## src/hdl/charlieplex_lit_list_scanner_macros.svh

```systemverilog
// assertion macros shared by the scanner rtl
// expects signals named clock and reset in the including module
`ifndef CHARLIEPLEX_LIT_LIST_SCANNER_MACROS_SVH
`define CHARLIEPLEX_LIT_LIST_SCANNER_MACROS_SVH

// same-cycle implication, disabled during reset
`define CPLS_ASSERT_IMPL(label, ante, cons) \
   label: assert property (@(posedge clock) disable iff (reset) (ante) |-> (cons)) \
      else $error("cpls same-cycle check failed");

// next-cycle implication, disabled during reset
`define CPLS_ASSERT_NEXT(label, ante, cons) \
   label: assert property (@(posedge clock) disable iff (reset) (ante) |=> (cons)) \
      else $error("cpls next-cycle check failed");

`endif

```

## src/hdl/cpls_pkg.sv

```systemverilog
// shared constants, types and pin mapping functions for the lit list scanner
// no dependencies
package cpls_pkg;

   // grid geometry
   localparam int GRID_SIZE   = 10;
   localparam int CELLS       = GRID_SIZE * GRID_SIZE;
   localparam int CELL_BITS   = $clog2(CELLS);
   localparam int COUNT_BITS  = $clog2(CELLS + 1);
   localparam int COORD_BITS  = 4;
   localparam int ENTRY_BITS  = 2 * COORD_BITS;

   // fixed field widths
   localparam int OP_BITS          = 2;
   localparam int PIXEL_INDEX_BITS = 7;
   localparam int PIN_BITS         = 16;
   localparam int BUDGET_BITS      = 8;
   localparam int LIT_TOTAL_BITS   = 7;

   // shared divider sizes
   localparam int DIVIDEND_BITS = BUDGET_BITS;
   localparam int DIVISOR_BITS  = COUNT_BITS;
   localparam int DIV_STEP_BITS = $clog2(DIVIDEND_BITS);

   localparam logic [BUDGET_BITS-1:0] PERIOD_RESET = 8'd137;

   // drive lines and the pin each one lands on
   localparam int MAP_LINES = 11;
   localparam logic [3:0] PIN_MAP [MAP_LINES] = '{
      4'd0, 4'd1, 4'd2, 4'd6, 4'd7, 4'd10, 4'd11, 4'd12, 4'd13, 4'd14, 4'd15
   };

   typedef enum logic [OP_BITS-1:0] {
      OP_WRITE  = 2'd0,
      OP_COMMIT = 2'd1,
      OP_TICK   = 2'd2
   } op_type;

   localparam logic RES_SCAN   = 1'b0;
   localparam logic RES_REPORT = 1'b1;

   typedef struct packed {
      logic                     start;
      logic [DIVIDEND_BITS-1:0] dividend;
      logic [DIVISOR_BITS-1:0]  divisor;
   } div_ctrl_type;

   typedef struct packed {
      logic busy;
      logic done;
   } div_status_type;

   // translate a drive line vector to physical pins
   function automatic logic [PIN_BITS-1:0] map_lines(input logic [MAP_LINES-1:0] lines);
      logic [PIN_BITS-1:0] pins;
      pins = '0;
      for (int k = 0; k < MAP_LINES; k++) begin
         if (lines[k]) begin
            pins[PIN_MAP[k]] = 1'b1;
         end
      end
      return pins;
   endfunction

   // driven lines: column high plus row low, diagonal uses the extra line
   function automatic logic [PIN_BITS-1:0] drive_enable(input logic [COORD_BITS-1:0] row,
                                                        input logic [COORD_BITS-1:0] col);
      logic [MAP_LINES-1:0] lines;
      if (row == col) begin
         lines = (MAP_LINES'(1) << col) | (MAP_LINES'(1) << GRID_SIZE);
      end else begin
         lines = (MAP_LINES'(1) << col) | (MAP_LINES'(1) << row);
      end
      return map_lines(lines);
   endfunction

   // levels: every line high except the row line; on the diagonal only the extra line is high
   function automatic logic [PIN_BITS-1:0] drive_level(input logic [COORD_BITS-1:0] row,
                                                       input logic [COORD_BITS-1:0] col);
      logic [MAP_LINES-1:0] lines;
      if (row == col) begin
         lines = MAP_LINES'(1) << GRID_SIZE;
      end else begin
         lines = ~(MAP_LINES'(1) << row);
      end
      return map_lines(lines);
   endfunction

endpackage

```

## src/hdl/cpls_ram.sv

```systemverilog
// generic single write port ram with registered read
// no dependencies
module cpls_ram #(
   parameter int WIDTH = 1,
   parameter int DEPTH = 100
) (
   input  logic                     clock,
   input  logic                     write_enable,
   input  logic [$clog2(DEPTH)-1:0] write_address,
   input  logic [WIDTH-1:0]         write_data,
   input  logic [$clog2(DEPTH)-1:0] read_address,
   output logic [WIDTH-1:0]         read_data
);

   logic [WIDTH-1:0] mem_ff [DEPTH];
   logic [WIDTH-1:0] read_data_ff;

   // write and registered read
   always_ff @(posedge clock) begin
      if (write_enable) begin
         mem_ff[write_address] <= write_data;
      end
      read_data_ff <= mem_ff[read_address];
   end

   assign read_data = read_data_ff;

endmodule

```

## src/hdl/cpls_divider.sv

```systemverilog
// shared restoring divider, one quotient bit per cycle
// depends on cpls_pkg
module cpls_divider (
   input  logic                               clock,
   input  logic                               reset,
   input  cpls_pkg::div_ctrl_type             ctrl,
   output cpls_pkg::div_status_type           status,
   output logic [cpls_pkg::DIVIDEND_BITS-1:0] quotient,
   output logic [cpls_pkg::DIVISOR_BITS-1:0]  remainder
);

   logic [cpls_pkg::DIVIDEND_BITS-1:0] quo_ff;
   logic [cpls_pkg::DIVISOR_BITS-1:0]  rem_ff;
   logic [cpls_pkg::DIVISOR_BITS-1:0]  den_ff;
   logic [cpls_pkg::DIV_STEP_BITS-1:0] step_ff;
   logic                               busy_ff;
   logic                               done_ff;

   logic [cpls_pkg::DIVISOR_BITS:0]    shifted;
   logic [cpls_pkg::DIVISOR_BITS:0]    diff;
   logic                               qbit;
   logic [cpls_pkg::DIVISOR_BITS-1:0]  rem_in;
   logic                               last_step;

   // one trial subtraction
   always_comb begin
      shifted = {rem_ff, quo_ff[cpls_pkg::DIVIDEND_BITS-1]};
      diff    = shifted - {1'b0, den_ff};
      qbit    = (shifted >= {1'b0, den_ff});
      rem_in  = qbit ? diff[cpls_pkg::DIVISOR_BITS-1:0]
                     : shifted[cpls_pkg::DIVISOR_BITS-1:0];
   end

   assign last_step = (step_ff == cpls_pkg::DIV_STEP_BITS'(cpls_pkg::DIVIDEND_BITS - 1));

   // iteration control
   always_ff @(posedge clock) begin
      if (reset) begin
         busy_ff <= 1'b0;
         done_ff <= 1'b0;
         step_ff <= '0;
      end else begin
         done_ff <= !ctrl.start && busy_ff && last_step;
         if (ctrl.start) begin
            quo_ff  <= ctrl.dividend;
            rem_ff  <= '0;
            den_ff  <= ctrl.divisor;
            step_ff <= '0;
            busy_ff <= 1'b1;
         end else if (busy_ff) begin
            rem_ff  <= rem_in;
            quo_ff  <= {quo_ff[cpls_pkg::DIVIDEND_BITS-2:0], qbit};
            step_ff <= step_ff + cpls_pkg::DIV_STEP_BITS'(1);
            if (last_step) begin
               busy_ff <= 1'b0;
            end
         end
      end
   end

   assign status.busy = busy_ff;
   assign status.done = done_ff;
   assign quotient    = quo_ff;
   assign remainder   = rem_ff;

endmodule

```

## src/hdl/charlieplex_lit_list_scanner.sv

```systemverilog
// double-buffered 10x10 charlieplexed scanner: pixel writes, commits, scan ticks
// write: no result; commit: report result after the frame walk and the divide
// tick: scan result after the divider modulo and the list read; neither when none lit
// one item in flight; a finished result waits in the output register while the next is taken
// reset is synchronous active high: frames read as off, budget 137, count and position zero
// depends on cpls_pkg, cpls_ram, cpls_divider and the macros header
`include "charlieplex_lit_list_scanner_macros.svh"

module charlieplex_lit_list_scanner (
   input  logic                                  clock,
   input  logic                                  reset,
   // configuration
   input  logic                                  csr_write_enable,
   input  logic [cpls_pkg::BUDGET_BITS-1:0]      csr_write_data,
   // request channel
   input  logic                                  req_valid,
   output logic                                  req_stall,
   input  logic [cpls_pkg::OP_BITS-1:0]          req_operation,
   input  logic [cpls_pkg::PIXEL_INDEX_BITS-1:0] req_pixel_index,
   input  logic                                  req_pixel_value,
   // response channel
   output logic                                  rsp_valid,
   input  logic                                  rsp_stall,
   output logic                                  rsp_result_kind,
   output logic [cpls_pkg::PIN_BITS-1:0]         rsp_pin_drive_enable,
   output logic [cpls_pkg::PIN_BITS-1:0]         rsp_pin_drive_level,
   output logic [cpls_pkg::BUDGET_BITS-1:0]      rsp_scan_period,
   output logic [cpls_pkg::LIT_TOTAL_BITS-1:0]   rsp_lit_total
);

   typedef enum logic [2:0] {
      ST_IDLE,
      ST_WALK,
      ST_DRAIN,
      ST_DIV_GO,
      ST_DIV_WAIT,
      ST_LREAD,
      ST_LDATA,
      ST_OUT
   } state_type;

   state_type                            state_ff;
   logic [cpls_pkg::BUDGET_BITS-1:0]     budget_ff;
   logic                                 front_select_ff;
   logic [cpls_pkg::COUNT_BITS-1:0]      lit_count_ff;
   logic [cpls_pkg::COUNT_BITS-1:0]      scan_pos_ff;
   logic [cpls_pkg::CELLS-1:0]           valid_a_ff;
   logic [cpls_pkg::CELLS-1:0]           valid_b_ff;
   logic                                 is_tick_ff;

   // frame walk
   logic [cpls_pkg::CELL_BITS-1:0]       cell_ff;
   logic [cpls_pkg::COORD_BITS-1:0]      row_ff;
   logic [cpls_pkg::COORD_BITS-1:0]      col_ff;
   logic                                 rd_pend_ff;
   logic                                 rd_valid_ff;
   logic [cpls_pkg::ENTRY_BITS-1:0]      rd_entry_ff;
   logic [cpls_pkg::COUNT_BITS-1:0]      lit_n_ff;

   // pending result
   logic                                 res_kind_ff;
   logic [cpls_pkg::PIN_BITS-1:0]        res_enable_ff;
   logic [cpls_pkg::PIN_BITS-1:0]        res_level_ff;
   logic [cpls_pkg::BUDGET_BITS-1:0]     res_period_ff;
   logic [cpls_pkg::LIT_TOTAL_BITS-1:0]  res_total_ff;

   // output register
   logic                                 rsp_valid_ff;
   logic                                 rsp_kind_ff;
   logic [cpls_pkg::PIN_BITS-1:0]        rsp_enable_ff;
   logic [cpls_pkg::PIN_BITS-1:0]        rsp_level_ff;
   logic [cpls_pkg::BUDGET_BITS-1:0]     rsp_period_ff;
   logic [cpls_pkg::LIT_TOTAL_BITS-1:0]  rsp_total_ff;

   logic                                 req_fire;
   logic                                 write_fire;
   logic                                 frame_a_q;
   logic                                 frame_b_q;
   logic                                 shown_bit;
   logic                                 lit_we;
   logic [cpls_pkg::ENTRY_BITS-1:0]      lit_q;
   logic [cpls_pkg::COORD_BITS-1:0]      lit_row;
   logic [cpls_pkg::COORD_BITS-1:0]      lit_col;
   logic                                 commit_empty;

   cpls_pkg::div_ctrl_type               div_ctrl;
   cpls_pkg::div_status_type             div_status;
   logic [cpls_pkg::DIVIDEND_BITS-1:0]   div_quotient;
   logic [cpls_pkg::DIVISOR_BITS-1:0]    div_remainder;

   // request handshake and back-frame write decode
   assign req_stall  = (state_ff != ST_IDLE);
   assign req_fire   = req_valid && !req_stall;
   assign write_fire = req_fire
                    && (cpls_pkg::op_type'(req_operation) == cpls_pkg::OP_WRITE)
                    && (req_pixel_index
                        < cpls_pkg::PIXEL_INDEX_BITS'(cpls_pkg::CELLS));

   // frame stores, back frame is a when front_select is zero
   cpls_ram #(.WIDTH(1), .DEPTH(cpls_pkg::CELLS)) u_frame_a (
      .clock         (clock),
      .write_enable  (write_fire && !front_select_ff),
      .write_address (req_pixel_index[cpls_pkg::CELL_BITS-1:0]),
      .write_data    (req_pixel_value),
      .read_address  (cell_ff),
      .read_data     (frame_a_q)
   );

   cpls_ram #(.WIDTH(1), .DEPTH(cpls_pkg::CELLS)) u_frame_b (
      .clock         (clock),
      .write_enable  (write_fire && front_select_ff),
      .write_address (req_pixel_index[cpls_pkg::CELL_BITS-1:0]),
      .write_data    (req_pixel_value),
      .read_address  (cell_ff),
      .read_data     (frame_b_q)
   );

   // lit cell of the walk, unwritten frame cells read as off
   assign shown_bit = rd_valid_ff && (front_select_ff ? frame_a_q : frame_b_q);
   assign lit_we    = rd_pend_ff && shown_bit;

   // lit list store
   cpls_ram #(.WIDTH(cpls_pkg::ENTRY_BITS), .DEPTH(cpls_pkg::CELLS)) u_lit_list (
      .clock         (clock),
      .write_enable  (lit_we),
      .write_address (lit_n_ff[cpls_pkg::CELL_BITS-1:0]),
      .write_data    (rd_entry_ff),
      .read_address  (scan_pos_ff[cpls_pkg::CELL_BITS-1:0]),
      .read_data     (lit_q)
   );

   assign lit_row = lit_q[cpls_pkg::ENTRY_BITS-1:cpls_pkg::COORD_BITS];
   assign lit_col = lit_q[cpls_pkg::COORD_BITS-1:0];

   // shared divider: budget over count on commit, position step modulo count on tick
   assign commit_empty = !is_tick_ff && (lit_n_ff == '0);

   always_comb begin
      div_ctrl.start    = (state_ff == ST_DIV_GO) && !commit_empty;
      div_ctrl.dividend = is_tick_ff
                        ? cpls_pkg::DIVIDEND_BITS'(scan_pos_ff)
                          + cpls_pkg::DIVIDEND_BITS'(1)
                        : budget_ff;
      div_ctrl.divisor  = is_tick_ff ? lit_count_ff : lit_n_ff;
   end

   cpls_divider u_divider (
      .clock     (clock),
      .reset     (reset),
      .ctrl      (div_ctrl),
      .status    (div_status),
      .quotient  (div_quotient),
      .remainder (div_remainder)
   );

   // sequencer and registered outputs
   always_ff @(posedge clock) begin
      if (reset) begin
         state_ff        <= ST_IDLE;
         budget_ff       <= cpls_pkg::PERIOD_RESET;
         front_select_ff <= 1'b0;
         lit_count_ff    <= '0;
         scan_pos_ff     <= '0;
         valid_a_ff      <= '0;
         valid_b_ff      <= '0;
         rd_pend_ff      <= 1'b0;
         rsp_valid_ff    <= 1'b0;
      end else begin
         if (csr_write_enable) begin
            budget_ff <= csr_write_data;
         end

         if (rsp_valid_ff && !rsp_stall && (state_ff != ST_OUT)) begin
            rsp_valid_ff <= 1'b0;
         end

         // mark back-frame cells as written
         if (write_fire) begin
            if (front_select_ff) begin
               valid_b_ff[req_pixel_index[cpls_pkg::CELL_BITS-1:0]] <= 1'b1;
            end else begin
               valid_a_ff[req_pixel_index[cpls_pkg::CELL_BITS-1:0]] <= 1'b1;
            end
         end

         // count lit cells as the frame data returns
         rd_pend_ff <= (state_ff == ST_WALK);
         if (lit_we) begin
            lit_n_ff <= lit_n_ff + cpls_pkg::COUNT_BITS'(1);
         end

         unique case (state_ff)
            ST_IDLE: begin
               if (req_fire) begin
                  unique case (cpls_pkg::op_type'(req_operation))
                     cpls_pkg::OP_COMMIT: begin
                        front_select_ff <= ~front_select_ff;
                        cell_ff         <= '0;
                        row_ff          <= '0;
                        col_ff          <= '0;
                        lit_n_ff        <= '0;
                        is_tick_ff      <= 1'b0;
                        state_ff        <= ST_WALK;
                     end
                     cpls_pkg::OP_TICK: begin
                        is_tick_ff <= 1'b1;
                        if (lit_count_ff == '0) begin
                           res_kind_ff   <= cpls_pkg::RES_SCAN;
                           res_enable_ff <= '0;
                           res_level_ff  <= '0;
                           res_period_ff <= '0;
                           res_total_ff  <= '0;
                           state_ff      <= ST_OUT;
                        end else begin
                           state_ff <= ST_DIV_GO;
                        end
                     end
                     default: begin
                     end
                  endcase
               end
            end

            ST_WALK: begin
               rd_valid_ff <= front_select_ff ? valid_a_ff[cell_ff] : valid_b_ff[cell_ff];
               rd_entry_ff <= {row_ff, col_ff};
               cell_ff     <= cell_ff + cpls_pkg::CELL_BITS'(1);
               if (col_ff == cpls_pkg::COORD_BITS'(cpls_pkg::GRID_SIZE - 1)) begin
                  col_ff <= '0;
                  row_ff <= row_ff + cpls_pkg::COORD_BITS'(1);
               end else begin
                  col_ff <= col_ff + cpls_pkg::COORD_BITS'(1);
               end
               if (cell_ff == cpls_pkg::CELL_BITS'(cpls_pkg::CELLS - 1)) begin
                  state_ff <= ST_DRAIN;
               end
            end

            ST_DRAIN: begin
               state_ff <= ST_DIV_GO;
            end

            ST_DIV_GO: begin
               if (!is_tick_ff) begin
                  lit_count_ff <= lit_n_ff;
               end
               if (commit_empty) begin
                  res_kind_ff   <= cpls_pkg::RES_REPORT;
                  res_enable_ff <= '0;
                  res_level_ff  <= '0;
                  res_period_ff <= budget_ff;
                  res_total_ff  <= '0;
                  state_ff      <= ST_OUT;
               end else begin
                  state_ff <= ST_DIV_WAIT;
               end
            end

            ST_DIV_WAIT: begin
               if (div_status.done) begin
                  if (is_tick_ff) begin
                     scan_pos_ff <= div_remainder;
                     state_ff    <= ST_LREAD;
                  end else begin
                     res_kind_ff   <= cpls_pkg::RES_REPORT;
                     res_enable_ff <= '0;
                     res_level_ff  <= '0;
                     res_period_ff <= div_quotient;
                     res_total_ff  <= cpls_pkg::LIT_TOTAL_BITS'(lit_count_ff);
                     state_ff      <= ST_OUT;
                  end
               end
            end

            ST_LREAD: begin
               state_ff <= ST_LDATA;
            end

            ST_LDATA: begin
               res_kind_ff   <= cpls_pkg::RES_SCAN;
               res_enable_ff <= cpls_pkg::drive_enable(lit_row, lit_col);
               res_level_ff  <= cpls_pkg::drive_level(lit_row, lit_col);
               res_period_ff <= '0;
               res_total_ff  <= '0;
               state_ff      <= ST_OUT;
            end

            ST_OUT: begin
               if (!rsp_valid_ff || !rsp_stall) begin
                  rsp_valid_ff  <= 1'b1;
                  rsp_kind_ff   <= res_kind_ff;
                  rsp_enable_ff <= res_enable_ff;
                  rsp_level_ff  <= res_level_ff;
                  rsp_period_ff <= res_period_ff;
                  rsp_total_ff  <= res_total_ff;
                  state_ff      <= ST_IDLE;
               end
            end

            default: begin
               state_ff <= ST_IDLE;
            end
         endcase
      end
   end

   assign rsp_valid            = rsp_valid_ff;
   assign rsp_result_kind      = rsp_kind_ff;
   assign rsp_pin_drive_enable = rsp_enable_ff;
   assign rsp_pin_drive_level  = rsp_level_ff;
   assign rsp_scan_period      = rsp_period_ff;
   assign rsp_lit_total        = rsp_total_ff;

   // checks
   `CPLS_ASSERT_IMPL(a_div_start_idle, div_ctrl.start, !div_status.busy)
   `CPLS_ASSERT_IMPL(a_pos_in_list, state_ff == ST_LDATA, scan_pos_ff < lit_count_ff)
   `CPLS_ASSERT_IMPL(a_scan_result_clean,
                     rsp_valid_ff && (rsp_kind_ff == cpls_pkg::RES_SCAN),
                     (rsp_period_ff == '0) && (rsp_total_ff == '0))
   `CPLS_ASSERT_NEXT(a_walk_ends_in_drain,
                     (state_ff == ST_WALK)
                     && (cell_ff == cpls_pkg::CELL_BITS'(cpls_pkg::CELLS - 1)),
                     state_ff == ST_DRAIN)

endmodule

```

## config.mk

```make
export PLATFORM = sky130hd
export DESIGN_NAME = charlieplex_lit_list_scanner
export DESIGN_NICKNAME = d
export VERILOG_FILES = /design/src/hdl/cpls_pkg.sv /design/src/hdl/cpls_ram.sv /design/src/hdl/cpls_divider.sv /design/src/hdl/charlieplex_lit_list_scanner.sv
export VERILOG_INCLUDE_DIRS = /design/src /design/src/hdl
export SDC_FILE = /design/constraint.sdc
export NUM_CORES = 2
export LEC_CHECK = 0
export BUFFER_PORTS_ARGS = -buffer_cell sky130_fd_sc_hd__clkbuf_2
export CAP_MARGIN = 20
export CORE_AREA = 2 2 372 374
export CTS_BUF_LIST = sky130_fd_sc_hd__clkbuf_4
export CTS_CLUSTER_DIAMETER = 30
export DETAILED_ROUTE_END_ITERATION = 16
export DIE_AREA = 0 0 374 376
export PLACE_DENSITY = 0.67
export SETUP_SLACK_MARGIN = 0.5
export SYNTH_ARGS = -nofsm -noshare
export SYNTH_HDL_FRONTEND = slang
export SYNTH_HIERARCHICAL = 1
export SYNTH_SLANG_ARGS = --single-unit
```

## constraint.sdc

```tcl
create_clock -name clock -period 5.32 [get_ports clock]
set_input_delay 0.532 -clock clock [delete_from_list [all_inputs] [get_ports clock]]
set_output_delay 0.532 -clock clock [all_outputs]
set_load 0.02 [all_outputs]
```

After elaboration in Yosys (flattened, before gate mapping) --
Memory sizes are Yosys's and may differ from the RTL's. A register that Yosys moved wholly into a read port is not among the register bits. Index checks and enable logic that the tools add are counted.
Word-level totals: bits in registers 383, RAM bits 1000, logic and storage cells 231, memories kept 3
Cells by class: add/sub/neg operators 7, $lt $le $gt $ge 5, equality and inequality tests 25, shift operators 2, muxes and demuxes 106, bitwise operators 6, reduce and logical (&&, ||, !) cells 45
Memory list:
- u_lit_list.mem_ff | depth 100, bits a word 8, read ports 1, clocked after memory_dff 1, write ports 1, RTL line cpls_ram.sv:15 | logic [WIDTH-1:0] mem_ff [DEPTH];
- u_frame_a.mem_ff | depth 100, bits a word 1, read ports 1, clocked after memory_dff 1, write ports 1, RTL line cpls_ram.sv:15
- u_frame_b.mem_ff | depth 100, bits a word 1, read ports 1, clocked after memory_dff 1, write ports 1, RTL line cpls_ram.sv:15
Operators with widths (number):
- 100-bit OR | 2
- 16-bit one-hot mux with 4 select lines | 2
- 7-bit two-way mux | 15
- 16-bit two-way mux | 6
- 8-bit two-way mux | 9
- 11-bit two-way mux | 6
- 1-bit two-way mux | 45
- 8-bit one-hot mux with 4 select lines | 1
- 7-bit one-hot mux with 4 select lines | 1
- 3-bit one-hot mux with 8 select lines | 1
- 1-bit by 4-bit left shift with 11-bit output, first input constant | 2
- 7-bit by 8-bit less-than comparator with 1-bit output, second input constant | 2
- 4-bit two-way mux | 4
- 4-bit one-hot mux with 2 select lines | 2
- 3-bit == test, second input constant | 5
- 3-bit two-way mux | 5
- 7-bit by 1-bit adder with 7-bit output, second input constant | 2
- 1-bit binary-select mux with 7-bit select | 2
- 1-bit logical AND | 14
- 7-bit zero test | 2
- 7-bit one-hot mux with 2 select lines | 1
- 11-bit NOT | 1
- 11-bit OR | 1
- 2-bit by 1-bit != test with 1-bit output, second input constant | 5
- 36 further kinds | 60

Longest topological paths before layout --
depth in word-level cells 8, gate-level depth with buffers 10, gate-level depth less buffers 8

Modules after synthesis --
Netlist, hierarchy kept.
Modules (own cells, without submodules):
- cpls_ram at u_lit_list | instances 1, cells an instance 1384, area each 31121.1 µm², sequential area each 24183.2 µm²
- charlieplex_lit_list_scanner | instances 1, cells an instance 1300, area each 13854.5 µm², sequential area each 7807.5 µm²
- cpls_ram at u_frame_a | instances 1, cells an instance 332, area each 4558.1 µm², sequential area each 3022.9 µm²
- cpls_ram at u_frame_b | instances 1, cells an instance 333, area each 4554.4 µm², sequential area each 3022.9 µm²
- cpls_divider | instances 1, cells an instance 125, area each 1462.7 µm², sequential area each 760.7 µm²

Worst setup path before layout --
No wires, ideal clock.
path kind input port to flip-flop, from input req_operation[0] (netlist name), to register res_enable_ff[0] (netlist name), enable pin, setup time 0.489 ns, arrival time 4.544 ns, path slack 0.288 ns, cell stages on the path 6, buffers on the path 0, cells stage by stage inv_1 ha_1 or4b_2 o21ai_0 o2111ai_1 nor3b_1
On the way: word-level cells in the longest chain between the ends 3
Ends and longest elaborated chain:
- from (decl) | RTL line charlieplex_lit_list_scanner.sv:18 | input logic [cpls_pkg::OP_BITS-1:0] req_operation,
- 2-bit == test | RTL line charlieplex_lit_list_scanner.sv:195 | unique case (cpls_pkg::op_type'(req_operation))
- 2-bit by 1-bit != test with 1-bit output (no line)
- 8-bit AND reduction (no line)
- to (signal assigned) | RTL line charlieplex_lit_list_scanner.sv:281 | res_enable_ff <= cpls_pkg::drive_enable(lit_row, lit_col);
- to (decl) | RTL line charlieplex_lit_list_scanner.sv:62 | logic [cpls_pkg::PIN_BITS-1:0] res_enable_ff;
No other way between the ends. A chain may end at the register's enable or synchronous reset.

Worst setup path after layout --
from register front_select_ff, to memory u_lit_list/mem_ff[87][3] (netlist name), enable pin
On the way: word-level cells in the longest chain between the ends 5
Ends and longest elaborated chain:
- from (decl) | RTL line charlieplex_lit_list_scanner.sv:44 | logic front_select_ff;
- from (signal assigned) | RTL line charlieplex_lit_list_scanner.sv:197 | front_select_ff <= ~front_select_ff;
- 1-bit two-way mux | RTL line charlieplex_lit_list_scanner.sv:119 | assign shown_bit = rd_valid_ff && (front_select_ff ? frame_a_q : frame_b_q);
- 1-bit logical AND | RTL line charlieplex_lit_list_scanner.sv:119
- 1-bit logical AND | RTL line charlieplex_lit_list_scanner.sv:120 | assign lit_we = rd_pend_ff && shown_bit;
- net lit_we | RTL line charlieplex_lit_list_scanner.sv:80 | logic lit_we;
- 1-bit two-way mux | RTL line cpls_ram.sv:20 | if (write_enable) begin
- 1-bit two-way mux (not written as such) | RTL line cpls_ram.sv:21 | mem_ff[write_address] <= write_data;
- to (decl) | RTL line cpls_ram.sv:15
The timed path passes the listed nets, and every way through them passes these cells.

==> results by group <==
Clocking
  • Cts hold-fix bufs: 38
  • CTS H-Tree Depth: 5
  • CTS sink cnt: 1373
  • Clk_lat worst skew: 1.23 ns
  • Clock Tree Root: clkbuf_4
  • Cts repair resizes: 0
  • Clock transition at the registers of the reported paths: roughly 0.07 ns
  • Clk buf depth: 4
  • Setup Buffers After CTS: 0
  • CTS tree: done
  • CTS Buf Count: 347

Final layout
  • Layout cell share with drive strength beyond 1: 0.2575
  • Final Net Count: around 3800
  • Layout fillers: approximately 12000
  • Final Core Density: 0.4567
  • Syn-to-layout area delta: 12.34%
  • Fin area: 62400 um2

Power
  • Pwr dens: 360.9 nW/um2
  • Worst VDD drop: approximately 0.23 mV
  • Lkg Pwr: 19.93 nW
  • Overall Power: between 20 and 25 mW

Floorplan
  • Core Region: around 140000 um2
  • Die area: 140600 um2
  • Die width: about 370 um
  • Starting Density: 0.4065
  • Die Y-Extent: between 300 and 400 um
  • Rows: 136
  • I/O Pins: 73

STA
  • TNS Setup: 0 ns
  • Tightest Pin Transition: between 1 and 1.5 ns
  • Slew headroom: 0.2489
  • Setup violators final: 0
  • Final worst-path setup slack: between 1 and 1.5 ns
  • RSZ-0062 raised after global routing: false
  • F_max: approximately 260 MHz
  • Final count of pins violating max slew: 0
  • Hold Vio Cnt, Final: 0
  • Final min period: 3.830 ns
  • Worst Skew: between 0.08 and 0.09 ns
  • Period utilization: 0.7199

Placement
  • IO Port Bufs: 62
  • Placer Congestion: 0.8277
  • HPWL after DPL: between 70000 and 80000 um
  • Pre-CTS setup slack: 1.595 ns
  • DP Area: ~58000 um2

GRT
  • Pin count of the biggest net entering global routing: 134
  • Number of global-route vias before repair: 32050
  • Tot GR Track Use: 0.1805
  • Overflow after GRT: 0
  • Global-route wire length before repair: 194300 um
  • Initial antenna violation count: 4

Setup path
  • Crit path max-delay family: simple AND/OR/NAND/NOR gates
  • Worst EP required: 6.12 ns
  • Arrival time worst endpoint: 4.63 ns
  • Worst reg2reg setup slack: 1.49 ns
  • Crit path buf inv count: 0
  • Setup crit end kind: flop
  • Critical Path Max Stage Delay: 1.04 ns
  • CP Cell Sequence: mux2i_1, nor2_1, nand4_1, nor2_1
  • Worst Path Max Fanout: 12
  • Critical path type: flop to flop
  • Critical path launch point type: flop
  • Slowest cell on crit path: nand4_1
  • Most used cell, CP: nor2_1

Route
  • DR WL/cell: roughly 22 um
  • Via count: 32270
  • Initial drt markers: 3564
  • Routed vias/inst: 5.534
  • Post-Route WL: roughly 130000 um
  • DR pass1 iterations: 6
  • Post-DRT Antenna Nets: 0
  • Number of remaining DRC errors: 0

Yosys
  • Mapped Cells: 3473
  • Cell area after synthesis: 55540 um2
  • Syn Area/Cell: 15.99 um2
  • Yosys warns: 6

Run
  • Max cap viols: 0

Worst hold path
  • Hold crit path type: input pin to flop

Status
  • Status: finished, final reports clean
layout by cell type (no fill, tap or decap), types with 62 or more instances in the layout:
cell,instances
edfxtp_1,1130
nor2_1,612
clkbuf_4,495
mux4_2,301
dfxtp_1,239
a21oi_1,235
nand2_1,96
mux2i_1,83
clkinv_1,62
buf_4,62
through the flow:
step / std cells / hold WS (ns)
floorplan: 3482 / 0.4003
global placement: 5184 / 0.4030
detailed placement: 5188 / 0.4057
CTS: 5817 / 0.01616
global route: 5829 / 0.1063
finish: 5831 / 0.1567
worst register-to-register path, cell delays in order (launching register included):
cell     delay (ns)
dfxtp_1        0.52
mux2i_1        0.13
nor2_1         0.74
nand4_1        1.05
nor2_1         0.99
final cells by class:
class	count	area, um2	area share
Clock buffer	495	3716	0.05955
Multi-Input combinational cell	1861	15560	0.2493
Antenna cell	6	15.01	0.0002406
Sequential cell	1373	38810	0.6220
Timing Repair Buffer	175	1366	0.02190
Tap cell	1794	2245	0.03597
Inverter	31	118.9	0.001905
Clock inverter	96	570.5	0.009144
layer usage:
layer / wire length (um) / up-vias / track usage
li1: - / 14260 / -
met1: 54060 / 16320 / 0.2524
met2: 60140 / 1500 / 0.2783
met3: 10300 / 189 / 0.03587
met4: 3117 / 2 / 0.07234
met5: 18 / - / 0
state kept, by name, summed over array words and instances, names as in the netlist, 7 cells and up:
name                  flops
u_lit_list/mem_ff       800
u_frame_a/mem_ff        100
u_frame_b/mem_ff        100
valid_a_ff              100
valid_b_ff              100
res_enable_ff            11
res_level_ff             11
rsp_pin_drive_enable     11
rsp_pin_drive_level      11
budget_ff                 8
rd_entry_ff               8
res_period_ff             8
rsp_scan_period           8
u_divider/quotient        8
u_lit_list/read_data      8
cell_ff                   7
lit_count_ff              7
lit_n_ff                  7
res_total_ff              7
rsp_lit_total             7
scan_pos_ff               7
u_divider/den_ff          7
u_divider/remainder       7
path summary, 6_finish.rpt:
kind,startpoint,cells past startpoint,to
max,front_select_ff,4,u_lit_list/mem_ff[87][3]
min,req_pixel_index[5],3,u_frame_b/mem_ff[98]
max reg2reg,front_select_ff,4,u_lit_list/mem_ff[87][3]
min reg2reg,res_total_ff[1],0,rsp_lit_total[1]
report_power, final:
group | switching (mW) | internal, mW | leakage (nW)
Combinational | 1.13 | 0.517 | 5.19
Clock | 4.09 | 4.61 | 2.58
Sequential | 0.168 | 12.0 | 12.2
No activity file was read; power rests on OpenSTA's default activity.
